<file path="config.mk">
export PLATFORM = sky130hd
export DESIGN_NAME = utf8_codepoint_decoder_flat
export DESIGN_NICKNAME = d
export VERILOG_FILES = /design/src/rtl/u8cd_pkg.sv /design/src/rtl/u8cd_if.sv /design/src/rtl/u8cd_in_stage.sv /design/src/rtl/u8cd_dec_stage.sv /design/src/rtl/utf8_codepoint_decoder.sv /design/src/flat_wrapper.sv
export SDC_FILE = /design/constraint.sdc
export NUM_CORES = 1
export LEC_CHECK = 0
export ABC_CLOCK_PERIOD_IN_PS = 2860
export BUFFER_PORTS_ARGS = -buffer_cell sky130_fd_sc_hd__buf_2
export CORE_MARGIN = 2
export CORE_UTILIZATION = 40
export DETAILED_ROUTE_END_ITERATION = 10
export PLACE_DENSITY = 0.64
export REMOVE_ABC_BUFFERS = 1
export SLEW_MARGIN = 40
export SYNTH_ARGS = -nofsm -noshare
export SYNTH_HDL_FRONTEND = slang
export SYNTH_SLANG_ARGS = --single-unit
</file>
<file path="constraint.sdc">
create_clock -name i_clk -period 2.86 [get_ports i_clk]
set_input_delay 0.143 -clock i_clk [delete_from_list [all_inputs] [get_ports i_clk]]
set_output_delay 0.143 -clock i_clk [all_outputs]
set_load 0.05 [all_outputs]
</file>
<file path="src/rtl/u8cd_pkg.sv">
`timescale 1ns / 1ps

package u8cd_pkg;

    // lead and continuation byte patterns
    localparam logic [7:0] ASCII_LIMIT = 8'h80;
    localparam logic [7:0] CONT_MASK   = 8'hc0;
    localparam logic [7:0] CONT_TAG    = 8'h80;
    localparam logic [7:0] LEAD2_MASK  = 8'he0;
    localparam logic [7:0] LEAD2_TAG   = 8'hc0;
    localparam logic [7:0] LEAD3_MASK  = 8'hf0;
    localparam logic [7:0] LEAD3_TAG   = 8'he0;
    localparam logic [7:0] LEAD4_MASK  = 8'hf8;
    localparam logic [7:0] LEAD4_TAG   = 8'hf0;

    // payload masks
    localparam logic [7:0] CONT_BITS   = 8'h3f;
    localparam logic [7:0] LEAD2_BITS  = 8'h1f;
    localparam logic [7:0] LEAD3_BITS  = 8'h0f;
    localparam logic [7:0] LEAD4_BITS  = 8'h07;

    // byte counts
    localparam logic [2:0] CNT_NONE = 3'd0;
    localparam logic [2:0] CNT_ONE  = 3'd1;
    localparam logic [2:0] CNT_TWO  = 3'd2;
    localparam logic [2:0] CNT_THREE = 3'd3;
    localparam logic [2:0] CNT_FOUR = 3'd4;

    localparam int CP_W = 21;

    typedef struct packed {
        logic [7:0] first_byte;
        logic [7:0] second_byte;
        logic [7:0] third_byte;
        logic [7:0] fourth_byte;
        logic [2:0] bytes_available;
    } t_in_item;

endpackage

</file>
<file path="src/rtl/u8cd_if.sv">
`timescale 1ns / 1ps

// input request channel: byte window and count
interface u8cd_in_if;
    logic       valid;
    logic       ready;
    logic [7:0] first_byte;
    logic [7:0] second_byte;
    logic [7:0] third_byte;
    logic [7:0] fourth_byte;
    logic [2:0] bytes_available;

    modport source (output valid, first_byte, second_byte, third_byte, fourth_byte,
                    bytes_available, input ready);
    modport sink   (input valid, first_byte, second_byte, third_byte, fourth_byte,
                    bytes_available, output ready);
endinterface

// result request channel: decoded code point
interface u8cd_out_if;
    logic        valid;
    logic        ready;
    logic        is_empty;
    logic [20:0] code_point;
    logic [2:0]  bytes_consumed;

    modport source (output valid, is_empty, code_point, bytes_consumed, input ready);
    modport sink   (input valid, is_empty, code_point, bytes_consumed, output ready);
endinterface

</file>
<file path="src/rtl/u8cd_in_stage.sv">
`timescale 1ns / 1ps

module u8cd_in_stage
    import u8cd_pkg::*;
(
    input  logic     i_clk,
    input  logic     i_rst_n,
    u8cd_in_if.sink  i_in,
    output logic     o_valid,
    input  logic     i_ready,
    output t_in_item o_item
);

    logic     r_valid;
    t_in_item r_item;
    logic     n_valid;
    logic     take;

    // accept when empty or when the held request moves on
    assign i_in.ready = !r_valid || i_ready;
    assign take       = i_in.valid && i_in.ready;
    assign n_valid    = i_in.ready ? i_in.valid : r_valid;

    always_ff @(posedge i_clk) begin
        if (!i_rst_n) begin
            r_valid <= 1'b0;
        end else begin
            r_valid <= n_valid;
        end
    end

    // capture payload
    always_ff @(posedge i_clk) begin
        if (take) begin
            r_item <= '{first_byte:      i_in.first_byte,
                        second_byte:     i_in.second_byte,
                        third_byte:      i_in.third_byte,
                        fourth_byte:     i_in.fourth_byte,
                        bytes_available: i_in.bytes_available};
        end
    end

    assign o_valid = r_valid;
    assign o_item  = r_item;

endmodule

</file>
<file path="src/rtl/u8cd_dec_stage.sv">
`timescale 1ns / 1ps

module u8cd_dec_stage
    import u8cd_pkg::*;
(
    input  logic      i_clk,
    input  logic      i_rst_n,
    input  logic      i_valid,
    output logic      o_ready,
    input  t_in_item  i_item,
    u8cd_out_if.source o_out
);

    logic            r_valid;
    logic            r_empty;
    logic [CP_W-1:0] r_cp;
    logic [2:0]      r_used;
    logic            n_valid;
    logic            n_empty;
    logic [CP_W-1:0] n_cp;
    logic [2:0]      n_used;
    logic            take;
    logic [2:0]      avail;
    logic [7:0]      c;
    logic [7:0]      b1;
    logic [7:0]      b2;
    logic [7:0]      b3;
    logic            cont1;
    logic            cont2;
    logic            cont3;

    assign o_ready = !r_valid || o_out.ready;
    assign take    = i_valid && o_ready;
    assign n_valid = o_ready ? i_valid : r_valid;

    assign c  = i_item.first_byte;
    assign b1 = i_item.second_byte;
    assign b2 = i_item.third_byte;
    assign b3 = i_item.fourth_byte;

    // counts above four act as four
    assign avail = i_item.bytes_available[2] ? CNT_FOUR : i_item.bytes_available;

    assign cont1 = (b1 & CONT_MASK) == CONT_TAG;
    assign cont2 = (b2 & CONT_MASK) == CONT_TAG;
    assign cont3 = (b3 & CONT_MASK) == CONT_TAG;

    // decode, falling back to the raw lead byte; no bytes available gives an empty result
    always_comb begin
        n_empty = 1'b0;
        n_cp    = {{(CP_W-8){1'b0}}, c};
        n_used  = CNT_ONE;
        if (avail == CNT_NONE) begin
            n_empty = 1'b1;
            n_cp    = '0;
            n_used  = CNT_NONE;
        end else if (c < ASCII_LIMIT) begin
            n_used  = CNT_ONE;
        end else if ((c & LEAD2_MASK) == LEAD2_TAG && avail >= CNT_TWO) begin
            if (cont1) begin
                n_cp   = {10'd0, c[4:0] & LEAD2_BITS[4:0], b1[5:0] & CONT_BITS[5:0]};
                n_used = CNT_TWO;
            end
        end else if ((c & LEAD3_MASK) == LEAD3_TAG && avail >= CNT_THREE) begin
            if (cont1 && cont2) begin
                n_cp   = {5'd0, c[3:0] & LEAD3_BITS[3:0], b1[5:0] & CONT_BITS[5:0],
                          b2[5:0] & CONT_BITS[5:0]};
                n_used = CNT_THREE;
            end
        end else if ((c & LEAD4_MASK) == LEAD4_TAG && avail >= CNT_FOUR) begin
            if (cont1 && cont2 && cont3) begin
                n_cp   = {c[2:0] & LEAD4_BITS[2:0], b1[5:0] & CONT_BITS[5:0],
                          b2[5:0] & CONT_BITS[5:0], b3[5:0] & CONT_BITS[5:0]};
                n_used = CNT_FOUR;
            end
        end
    end

    always_ff @(posedge i_clk) begin
        if (!i_rst_n) begin
            r_valid <= 1'b0;
        end else begin
            r_valid <= n_valid;
        end
    end

    // result register
    always_ff @(posedge i_clk) begin
        if (take) begin
            r_empty <= n_empty;
            r_cp    <= n_cp;
            r_used  <= n_used;
        end
    end

    assign o_out.valid          = r_valid;
    assign o_out.is_empty       = r_empty;
    assign o_out.code_point     = r_cp;
    assign o_out.bytes_consumed = r_used;

    // empty result carries nothing and consumes nothing
    a_empty_zero: assert property (@(posedge i_clk) disable iff (!i_rst_n)
        r_valid && r_empty |-> r_cp == '0 && r_used == CNT_NONE)
        else $error("empty result not cleared");

    // nothing consumed only when empty
    a_zero_used: assert property (@(posedge i_clk) disable iff (!i_rst_n)
        r_valid && r_used == CNT_NONE |-> r_empty)
        else $error("zero bytes consumed on a non-empty result");

    // one and two byte results fit eleven bits
    a_cp_range: assert property (@(posedge i_clk) disable iff (!i_rst_n)
        r_valid && r_used <= CNT_TWO |-> r_cp[20:11] == '0)
        else $error("code point too wide for its length");

    // three-byte results fit sixteen bits
    a_cp3_range: assert property (@(posedge i_clk) disable iff (!i_rst_n)
        r_valid && r_used == CNT_THREE |-> r_cp[20:16] == '0)
        else $error("three-byte code point too wide");

    // a taken request shows up as a result in the next cycle
    a_take_valid: assert property (@(posedge i_clk) disable iff (!i_rst_n)
        take |=> r_valid)
        else $error("accepted request lost");

endmodule

</file>
<file path="src/rtl/utf8_codepoint_decoder.sv">
`timescale 1ns / 1ps

// channel  dir  fields
// i_in     in   first_byte, second_byte, third_byte, fourth_byte, bytes_available
// o_out    out  is_empty, code_point, bytes_consumed
//
// one request per cycle sustained while o_out.ready stays high; a request passes the input register
// and then the result register, with the decode logic between those two registers
// reset clears both stage valid flags, payload registers are not reset
// a stalled output holds its result while the input register still takes one more request

module utf8_codepoint_decoder
    import u8cd_pkg::*;
(
    input  logic       i_clk,
    input  logic       i_rst_n,
    u8cd_in_if.sink    i_in,
    u8cd_out_if.source o_out
);

    logic     s_valid;
    logic     s_ready;
    t_in_item s_item;

    u8cd_in_stage u_in (
        .i_clk   (i_clk),
        .i_rst_n (i_rst_n),
        .i_in    (i_in),
        .o_valid (s_valid),
        .i_ready (s_ready),
        .o_item  (s_item)
    );

    u8cd_dec_stage u_dec (
        .i_clk   (i_clk),
        .i_rst_n (i_rst_n),
        .i_valid (s_valid),
        .o_ready (s_ready),
        .i_item  (s_item),
        .o_out   (o_out)
    );

endmodule
</file>
<file path="src/flat_wrapper.sv">
// flat-port wrapper written by rule: the top's interface ports become plain ports
module utf8_codepoint_decoder_flat import u8cd_pkg::*;
  (i_clk, i_rst_n, i_in_valid, i_in_first_byte, i_in_second_byte, i_in_third_byte, i_in_fourth_byte, i_in_bytes_available, i_in_ready, o_out_valid, o_out_is_empty, o_out_code_point, o_out_bytes_consumed, o_out_ready);
  u8cd_in_if i_in_i ();
  u8cd_out_if o_out_i ();
  input  logic i_clk;
  input  logic i_rst_n;
  input wire logic [$bits(i_in_i.valid)-1:0] i_in_valid;
  input wire logic [$bits(i_in_i.first_byte)-1:0] i_in_first_byte;
  input wire logic [$bits(i_in_i.second_byte)-1:0] i_in_second_byte;
  input wire logic [$bits(i_in_i.third_byte)-1:0] i_in_third_byte;
  input wire logic [$bits(i_in_i.fourth_byte)-1:0] i_in_fourth_byte;
  input wire logic [$bits(i_in_i.bytes_available)-1:0] i_in_bytes_available;
  output wire logic [$bits(i_in_i.ready)-1:0] i_in_ready;
  output wire logic [$bits(o_out_i.valid)-1:0] o_out_valid;
  output wire logic [$bits(o_out_i.is_empty)-1:0] o_out_is_empty;
  output wire logic [$bits(o_out_i.code_point)-1:0] o_out_code_point;
  output wire logic [$bits(o_out_i.bytes_consumed)-1:0] o_out_bytes_consumed;
  input wire logic [$bits(o_out_i.ready)-1:0] o_out_ready;
  assign i_in_i.valid = i_in_valid;
  assign i_in_i.first_byte = i_in_first_byte;
  assign i_in_i.second_byte = i_in_second_byte;
  assign i_in_i.third_byte = i_in_third_byte;
  assign i_in_i.fourth_byte = i_in_fourth_byte;
  assign i_in_i.bytes_available = i_in_bytes_available;
  assign i_in_ready = i_in_i.ready;
  assign o_out_valid = o_out_i.valid;
  assign o_out_is_empty = o_out_i.is_empty;
  assign o_out_code_point = o_out_i.code_point;
  assign o_out_bytes_consumed = o_out_i.bytes_consumed;
  assign o_out_i.ready = o_out_ready;
  utf8_codepoint_decoder u_core (.i_clk(i_clk), .i_rst_n(i_rst_n), .i_in(i_in_i), .o_out(o_out_i));
endmodule
</file>
Word level (Yosys, flattened, before mapping)

Index checks and enable logic that the tools add are counted.

Register bits after elaboration: 62
Input bits: 39
Output and inout bits: 27

$lt $le $gt $ge: 4
Equality and inequality tests: 6
Muxes and demuxes: 16
Reduce and logical (&&, ||, !) cells: 13

Operators by type and width:

| operator             | number |
|---|---|
| $mux W21             | 4 |
| $mux W16             | 1 |
| $mux W3              | 5 |
| $mux W11             | 1 |
| $lt A8 B8 Y1 const B | 1 |
| $mux W8              | 1 |
| $logic_and A1 B1 Y1  | 7 |
| $eq A2 B2 Y1 const B | 3 |
| $ge A3 B2 Y1 const B | 2 |
| $eq A5 B5 Y1 const B | 1 |
| $eq A4 B4 Y1 const B | 1 |
| $mux W2              | 2 |
| $eq A3 B3 Y1 const B | 1 |
| $ge A3 B3 Y1 const B | 1 |
| $logic_not A3 Y1     | 1 |
| $logic_not A1 Y1     | 2 |
| $logic_or A1 B1 Y1   | 2 |
| $mux W1              | 2 |
| $reduce_or A2 Y1     | 1 |

Logic depth before layout (Yosys ltp)

Gate-level depths: netlist of run 1.

Depth in word-level cells: 8
Depth in mapped cells: 7
Gate-level depth less buffers: 5

Modules after synthesis

A second synthesis of run 1 with hierarchy kept.

Cells, all modules: 161
Area, all modules: 2546.2 um2

Modules (own cells, without submodules):

| module         | instances | cells an instance | area an instance (um2) | seq. area each (um2) |
|---|---|---|---|---|
| u8cd_dec_stage | 1         | 121               | 1437.6                 | 770.7 |
| u8cd_in_stage  | 1         | 40                | 1108.6                 | 1071.0 |

Least setup slack after synthesis of run 1

OpenSTA, ideal clock, no wires.

Path kind: reg2reg
Start point: reg u_core.u_dec.r_valid, in the netlist u_core.u_dec.o_out.valid
End point: reg u_core.u_in.r_item (netlist bit u_core.u_in.o_item[0]) (enable)
Arrival time: 2.010 ns
Slack: 0.454 ns
Cell stages (with the launch flop): 4
Path buffers: 0
Period minus slack after synthesis: 2.406 ns
Cells stage by stage: dfxtp_1 nor2b_1 nand2_1 and2_1

Longest elaborated chain between the ends: 4

RTL lines:

| element                | line                 | text |
|---|---|---|
| start, declared        | u8cd_dec_stage.sv:14 | `logic r_valid;` |
| start signal, assigned | u8cd_dec_stage.sv:83 | `r_valid <= n_valid;` |
| $logic_not A1 Y1       | u8cd_dec_stage.sv:32 | `assign o_ready = !r_valid \|\| o_out.ready;` |
| $logic_or A1 B1 Y1     | u8cd_dec_stage.sv:32 |  |
| $logic_or A1 B1 Y1     | u8cd_in_stage.sv:20  | `assign i_in.ready = !r_valid \|\| i_ready;` |
| via i_in_ready         | flat_wrapper.sv:14   | `output wire logic [$bits(i_in_i.ready)-1:0] i_in_ready;` |
| $logic_and A1 B1 Y1    | u8cd_in_stage.sv:21  | `assign take = i_in.valid && i_in.ready;` |
| via u_core.u_in.take   | u8cd_in_stage.sv:17  | `logic take;` |
| end signal, assigned   | u8cd_in_stage.sv:35  | `r_item <= '{first_byte: i_in.first_byte,` |
| end, declared          | u8cd_in_stage.sv:15  | `t_in_item r_item;` |

The timed path passes the listed nets, and every way through them passes these cells.
A chain may end at the register's enable or synchronous reset.

Worst setup path after layout of run 1

Start point: reg u_core.u_in.r_item (netlist bit u_core.u_in.o_item[32])
End point: reg u_core.u_dec.r_cp[8], in the netlist u_core.u_dec.o_out.code_point[8], data pin

Longest elaborated chain between the ends: 5
Elaborated cells on any way between the ends: 11
Classes of those cells: order compare (1); eq/ne (3); mux (3); reduce/logical (4)

RTL lines:

| element                                                              | line                 | text |
|---|---|---|
| parallel branches: the longest is 5 deep, another holds $lt A8 B8 Y1 | --                   |  |
| end signal, assigned                                                 | u8cd_dec_stage.sv:91 | `r_cp <= n_cp;` |
| end, declared                                                        | u8cd_dec_stage.sv:16 | `logic [CP_W-1:0] r_cp;` |

Several ways; the timed one is not identified.

==> results.tsv, run 1 <==
stage	metric	value	unit
clock_tree	# H-tree levels	3	
grt	first-pass GRT wire length	8960	um
sta	final setup margin	722	ps
grt	antenna violations before repair	0	
cells_and_area	number of diodes	0	
sta	Slew headroom	0.556	
logic_synthesis	Mapped Area	2570	um2
sta	Slew @ Worst Pin	661	ps
drt	wire per inst	15.0	um
drt	first drt pass iteration count	4	
worst_setup_path	worst-path fanout max	21	
sta	final worst-path cycle share	0.747	
drt	remaining antenna violation count	0	
power	maximum vdd drop	275	uV
sta	RSZ-0062 raised after global routing	no	
place	post-DP HPWL	3530	um
clock_tree	Root Buffer	clkbuf_8	
logic_synthesis	post-synthesis sequential area ratio	0.716	
power	Power Total	1.92	mW
worst_setup_path	CP top delay family	simple AND/OR/NAND/NOR gates	
drt	DRC viols	0	
worst_setup_path	Buf/Inv on CP	2	
cells_and_area	nets@finish	327	
worst_setup_path	Setup CP Type	reg -> reg	
die	Initial Util	0.410	
die	Core ar.	6280	um2
sta	Max Clock Skew	8.21	ps
sta	Max Clk Rate	468	MHz
logic_synthesis	synthesized area per cell	14.3	um2
grt	met2 Use GR	0.276	
die	Die Ht	84.2	um
grt	pin count of the biggest net entering global routing	36	
worst_setup_path	CP Cell Sequence	nand2_1 > nor3_1 > buf_4 > a222oi_1 > inv_1	
die	row count	29	
grt	grt met1 use	0.199	
power	Leak	1.33	nW
cells_and_area	Fill cells	541	
sta	Slew Limit Fails	0	
cells_and_area	Multi-input gate area	663	um2
grt	vias in the first global route	1856	
cells_and_area	Reg area	1840	um2
worst_setup_path	startpoint types	register	
worst_setup_path	Crit path largest cell delay	730	ps
die	Die ar.	7090	um2
sta	Final Hold Fails	0	
grt	gr busiest metal	met2	
logic_synthesis	post-synthesis cell type count	42	
logic_synthesis	Syn. warnings	0	
drt	1st-iter DRT viols	122	
logic_synthesis	top_reg_cell synth	edfxtp_1	
logic_synthesis	#FFs+latches synth	62	
clock_tree	TritonCTS clock tree	yes	
grt	met3 global-route usage	0.0511	
cells_and_area	layout cells sized above 1	0.298	
worst_setup_path	Req. time, crit path	3060	ps
grt	GRT Total Usage	0.170	
drt	DR vias	1867	
clock_tree	Clock Sinks	62	
clock_tree	Worst-Skew Late Latency	340	ps
clock_tree	Worst-path clk slew	60	ps
die	Die Width	84.2	um
place	RePlAce Congestion	0.806	
logic_synthesis	ys async rst share	0	
power	PD cells	550	nW/um2
grt	gr ovfl total	0	
place	Setup Slack @ Placement	747	ps
clock_tree	setup bufs post-CTS	0	
clock_tree	CTS resizes	0	
die	Boundary Pins	66	
clock_tree	Clock Path Buffers	2	
worst_setup_path	r2r setup slk	720	ps
sta	Tmin final	2140	ps
cells_and_area	area grow syn2layout	35.5	%
sta	Setup violations, final	0	
drt	Vias/cell	5.06	
drt	WL final	5550	um
sta	setup TNS	0	ps
worst_setup_path	crit path DAT	2340	ps
clock_tree	number of buffers created by CTS	9	
logic_synthesis	cell count after synthesis	180	
logic_synthesis	EDFF count, synth	60	
run	Max-cap violations	0	
place	PortBufs	65	
worst_setup_path	Critical Path End Type	register	
min_path	Worst Hold Class	in -> reg	
outcome	status	finished clean	
worst_setup_path	CP max stage cell	edfxtp_1	
metrics by stage:
stage	instance area, um2	hold slack (ps)	utilization	cells
6_report	3480	55.9	0.555	369
5_1_grt	3480	87.1	0.555	369
4_1_cts	3480	27.5	0.555	369
3_5_place_dp	2980	321	0.474	318
3_3_place_gp	2980	320	0.474	318
2_1_floorplan	2520	242	-	172
power breakdown:
part / internal, mW / switching, mW
Clock: 0.302 / 0.302
Combinational: 0.0911 / 0.137
Sequential: 1.05 / 0.0313
flip-flops by register name, summed over array words and instances, names as in the netlist:
name                               flops
u_core.u_in.o_valid                    1
u_core.u_dec.o_out.is_empty            1
u_core.u_dec.o_out.code_point         21
u_core.u_in.o_item                    35
u_core.u_dec.o_out.bytes_consumed      3
u_core.u_dec.o_out.valid               1
timing repair:
item / 4_1_cts / 5_1_grt
hold buffers: 36 / 0
endpoints found under the setup margin: 0 / 0
endpoints found under the hold margin: 36 / 0
worst min-delay path: stages:
cell and delay [ps]:
buf_2 80, a21oi_1 30, nor2b_1 100
synthesized netlist by cell type (3+ instances only):
cell	number	share of area
o21ai_0	7	0.014
o311ai_1	3	0.010
and2_1	7	0.017
or3_1	3	0.0073
nor3_1	10	0.019
clkbuf_1	5	0.0073
nand3_1	6	0.012
nor2b_1	3	0.0073
mux2i_1	4	0.016
edfxtp_1	60	0.70
nand2_1	17	0.025
a22o_1	4	0.014
nor2_1	7	0.010
a21oi_1	8	0.016
placed cells by master, fill, tap and decap left out, types with 2 or more instances in the layout:
cell / n
mux2i_1: 4
and2_1: 7
o21ai_1: 2
edfxtp_1: 60
a222oi_1: 2
o311ai_1: 3
nand3_1: 6
nand2b_1: 2
buf_2: 65
clkbuf_1: 3
clkinv_1: 2
a22oi_1: 2
dlygate4sd3_1: 36
o211a_1: 2
dfxtp_1: 2
a21oi_1: 8
inv_1: 2
nand2_1: 17
nor2_1: 7
or3_1: 3
o21ai_0: 7
nor3_1: 10
nor2b_1: 2
buf_4: 4
clkbuf_8: 9
a22o_1: 4
nand4b_1: 2
final timing paths:
| kind | start | endpoint | cells after the start |
|---|---|---|---|
| max reg2reg | u_core.u_in.o_item[32] | u_core.u_dec.o_out.code_point[8] | 5 |
| max | u_core.u_in.o_item[32] | u_core.u_dec.o_out.code_point[8] | 5 |
| min | i_in_valid | u_core.u_in.o_valid | 3 |
| min reg2reg | u_core.u_in.o_valid | u_core.u_dec.o_out.valid | 1 |
final cells by class:
type / instances / area share
inverter: 4 / 0.00575
clock buffer: 12 / 0.0388
tap: 77 / 0.0276
multi-input combinational: 106 / 0.190
clock inverter: 3 / 0.00359
timing repair buffer: 105 / 0.205
sequential: 62 / 0.529
cells by family (layout without fill, tap and decap cells):
kind of cell / Yosys count / after routing / share of synthesized area
AND/OR/NAND/NOR: 62 / 62 / 0.126
buffers and inverters: 12 / 124 / 0.0272
multiplexers: 5 / 5 / 0.0199
flip-flops: 62 / 62 / 0.716
AO/OA/AOI/OAI: 39 / 39 / 0.111
routing by layer:
metal	wire (um)	share of wire
met3	368	0.066
met2	2780	0.50
met5	0	0
met1	2240	0.40
met4	164	0.030
Note: power is estimated with default switching activity, not from simulation.
==> run 2, diff against run 1 <==
--- a/config.mk
+++ b/config.mk
@@ -5,7 +5,7 @@
 export SDC_FILE = /design/constraint.sdc
 export NUM_CORES = 1
 export LEC_CHECK = 0
-export ABC_CLOCK_PERIOD_IN_PS = 2860
+export ABC_CLOCK_PERIOD_IN_PS = 2170
 export BUFFER_PORTS_ARGS = -buffer_cell sky130_fd_sc_hd__buf_2
 export CORE_MARGIN = 2
 export CORE_UTILIZATION = 40
==> constraint.sdc (replaced) <==
create_clock -name i_clk -period 2.17 [get_ports i_clk]
set_input_delay 0.1085 -clock i_clk [delete_from_list [all_inputs] [get_ports i_clk]]
set_output_delay 0.1085 -clock i_clk [all_outputs]
set_load 0.05 [all_outputs]
==> run 2 against run 1 <==
Against the previous run: cell area rose by 0.47%; combinational power grew 36%; worst setup slack lost 530 ps; utilization is 0.26 points higher; wire length is 1.6% higher; largest power group unchanged.
==> results.tsv, run 2 (synthesized netlist as in run 1, its figures left out) <==
stage	metric	value	unit	change
worst_setup_path	Crit path largest cell delay	510	ps	-220 ps
grt	vias in the first global route	1858		+0.11%
cells_and_area	most common cell after layout, fill and taps aside	buf_2		
clock_tree	Worst-Skew Late Latency	330	ps	about the same
drt	first drt pass iteration count	5		+1
worst_setup_path	startpoint types	register		
die	Die ar.	7090	um2	unchanged
drt	1st-iter DRT viols	131		+7.4%
clock_tree	setup bufs post-CTS	0		unchanged
clock_tree	CTS resizes	0		unchanged
worst_setup_path	Worst R2R Start	u_core.u_in.o_item[25]		
die	Die Ht	84.2	um	unchanged
place	RePlAce Congestion	0.876		+8.7%
clock_tree	Root Buffer	clkbuf_8		
sta	RSZ-0062 raised after global routing	no		
grt	pin count of the biggest net entering global routing	36		unchanged
power	Power Total	2.51	mW	+31%
die	row count	29		unchanged
sta	final worst-path cycle share	0.911		+0.164
drt	Vias/cell	5.13		+1.5%
worst_setup_path	Crit. Startpoint	u_core.u_in.o_item[25]		
worst_setup_path	Worst Setup EP	u_core.u_dec.o_out.code_point[6]		
drt	DR vias	1905		+2.0%
worst_setup_path	Critical Path End Type	register		
sta	Max Clk Rate	506	MHz	+8.1%
worst_setup_path	Setup CP Type	reg -> reg		
drt	WL final	5640	um	+1.6%
die	Initial Util	0.410		unchanged
worst_setup_path	r2r setup slk	190	ps	-530 ps
grt	gr busiest metal	met2		
cells_and_area	nets@finish	329		+0.61%
drt	DRC viols	0		unchanged
die	Boundary Pins	66		unchanged
worst_setup_path	Req. time, crit path	2250	ps	-810 ps
sta	Setup violations, final	0		unchanged
place	post-DP HPWL	3530	um	unchanged
worst_setup_path	Buf/Inv on CP	0		-2
outcome	status	finished clean		
clock_tree	Clock Sinks	62		unchanged
cells_and_area	number of diodes	0		unchanged
worst_setup_path	worst r2r path cells	5		unchanged
cells_and_area	Fill cells	532		-1.7%
grt	GRT Total Usage	0.170		about the same
power	Leak	1.34	nW	+0.53%
grt	first-pass GRT wire length	8980	um	+0.22%
sta	Slew @ Worst Pin	756	ps	+95.3 ps
sta	Slew Limit Fails	0		unchanged
sta	Final Hold Fails	0		unchanged
die	Die Width	84.2	um	unchanged
grt	met3 global-route usage	0.0482		-0.00295
place	PortBufs	65		unchanged
grt	met2 Use GR	0.278		+0.00216
power	maximum vdd drop	408	uV	+48%
worst_setup_path	CP max stage cell	or3_1		
worst_setup_path	r2r endpoint	u_core.u_dec.o_out.code_point[6]		
cells_and_area	core occupancy in the finished layout	0.558		+0.00259
sta	Slew headroom	0.492		-0.0641
min_path	Worst Hold Class	in -> reg		
worst_setup_path	Stages on worst setup path	5		unchanged
cells_and_area	area grow syn2layout	36.1	%	
clock_tree	Worst-path clk slew	60	ps	about the same
grt	gr ovfl total	0		unchanged
sta	Tmin final	1980	ps	-161 ps
clock_tree	number of buffers created by CTS	9		unchanged
grt	grt met1 use	0.202		+0.00315
run	Max-cap violations	0		unchanged
drt	remaining antenna violation count	0		unchanged
cells_and_area	layout cells sized above 1	0.296		-0.00203
clock_tree	TritonCTS clock tree	yes		
place	dpl cells	319		+0.31%
worst_setup_path	crit path DAT	2060	ps	-280 ps
cells_and_area	commonest non-fill, non-tap cells in the layout	buf_2, edfxtp_1, dlygate4sd3_1		
worst_setup_path	CP Cell Sequence	nand4bb_1 > or3_1 > o221a_1 > a21oi_1 > o21ai_1		
grt	antenna violations before repair	0		unchanged
worst_setup_path	CP top delay family	simple AND/OR/NAND/NOR gates		
drt	wire per inst	15.2	um	+1.1%
clock_tree	# H-tree levels	3		unchanged
clock_tree	CTS hold repair buffers	37		+2.8%
cells_and_area	max FFs per register	35		unchanged
worst_setup_path	worst-path fanout max	6		-71%
clock_tree	Clock Path Buffers	2		unchanged
cells_and_area	non-filler cells, final	371		+0.54%
power	PD cells	718	nW/um2	+30%
die	Core ar.	6280	um2	unchanged
sta	Max Clock Skew	5.57	ps	-2.64 ps
-- run 2: cell count changes in the layout (fill, tap and decap cells not counted), sizes merged --
cell / previous run / this run
clkbuf: 12 / 11
dlygate4sd3: 36 / 37
clkinv: 4 / 5
buf: 69 / 70
-- run 2: area by class of cell --
type	instances	area (um2)	area share
Sequential cell	62	1840	0.526
Tap cell	77	96.3	0.0275
Inverter	4	20.0	0.00572
Clock inverter	4	15.0	0.00429
Timing Repair Buffer	107	733	0.209
Multi-Input combinational cell	106	663	0.189
Clock buffer	11	131	0.0375
-- run 2: per-stage QoR --
| stage | setup WS [ps] | setup TNS, ps | cell area (um2) | hold WS [ps] |
|---|---|---|---|---|
| floorplan | -236 | -10490 | 2520 | 207 |
| global placement | 269 | 0 | 2980 | 285 |
| detailed placement | 203 | 0 | 2980 | 287 |
| CTS | 197 | 0 | 3500 | 122 |
| global route | 26.3 | 0 | 3500 | 146 |
| finish | 193 | 0 | 3500 | 142 |
-- run 2: metal layers --
metal  wire [um]  share of wire
met1        2370           0.42
met2        2820           0.50
met3         323          0.057
met4         127          0.023
met5           0              0
-- run 2: report_power, final --
group / switching [mW] / internal [mW] / total [mW]
clock network: 0.386 / 0.392 / 0.778
logic: 0.186 / 0.122 / 0.309
registers: 0.0379 / 1.39 / 1.43
total: 0.610 / 1.90 / 2.51
-- run 2: worst register-to-register path, cell delays in order (launching register included) --
cell and delay, ps:
edfxtp_1 410, nand4bb_1 320, or3_1 510, o221a_1 290, a21oi_1 110, o21ai_1 80
-- run 2: how the worst min path moves through the flow --
stage | startpoint | to | depth (start not counted)
floorplan | i_in_bytes_available[0] | u_core.u_in.o_item[0] | 0
finish | o_out_ready | u_core.u_dec.o_out.valid | 3
global placement | i_in_bytes_available[0] | u_core.u_in.o_item[0] | 1
CTS | o_out_ready | u_core.u_dec.o_out.valid | 3
detailed placement | i_in_first_byte[7] | u_core.u_in.o_item[34] | 1
global route | o_out_ready | u_core.u_dec.o_out.valid | 3
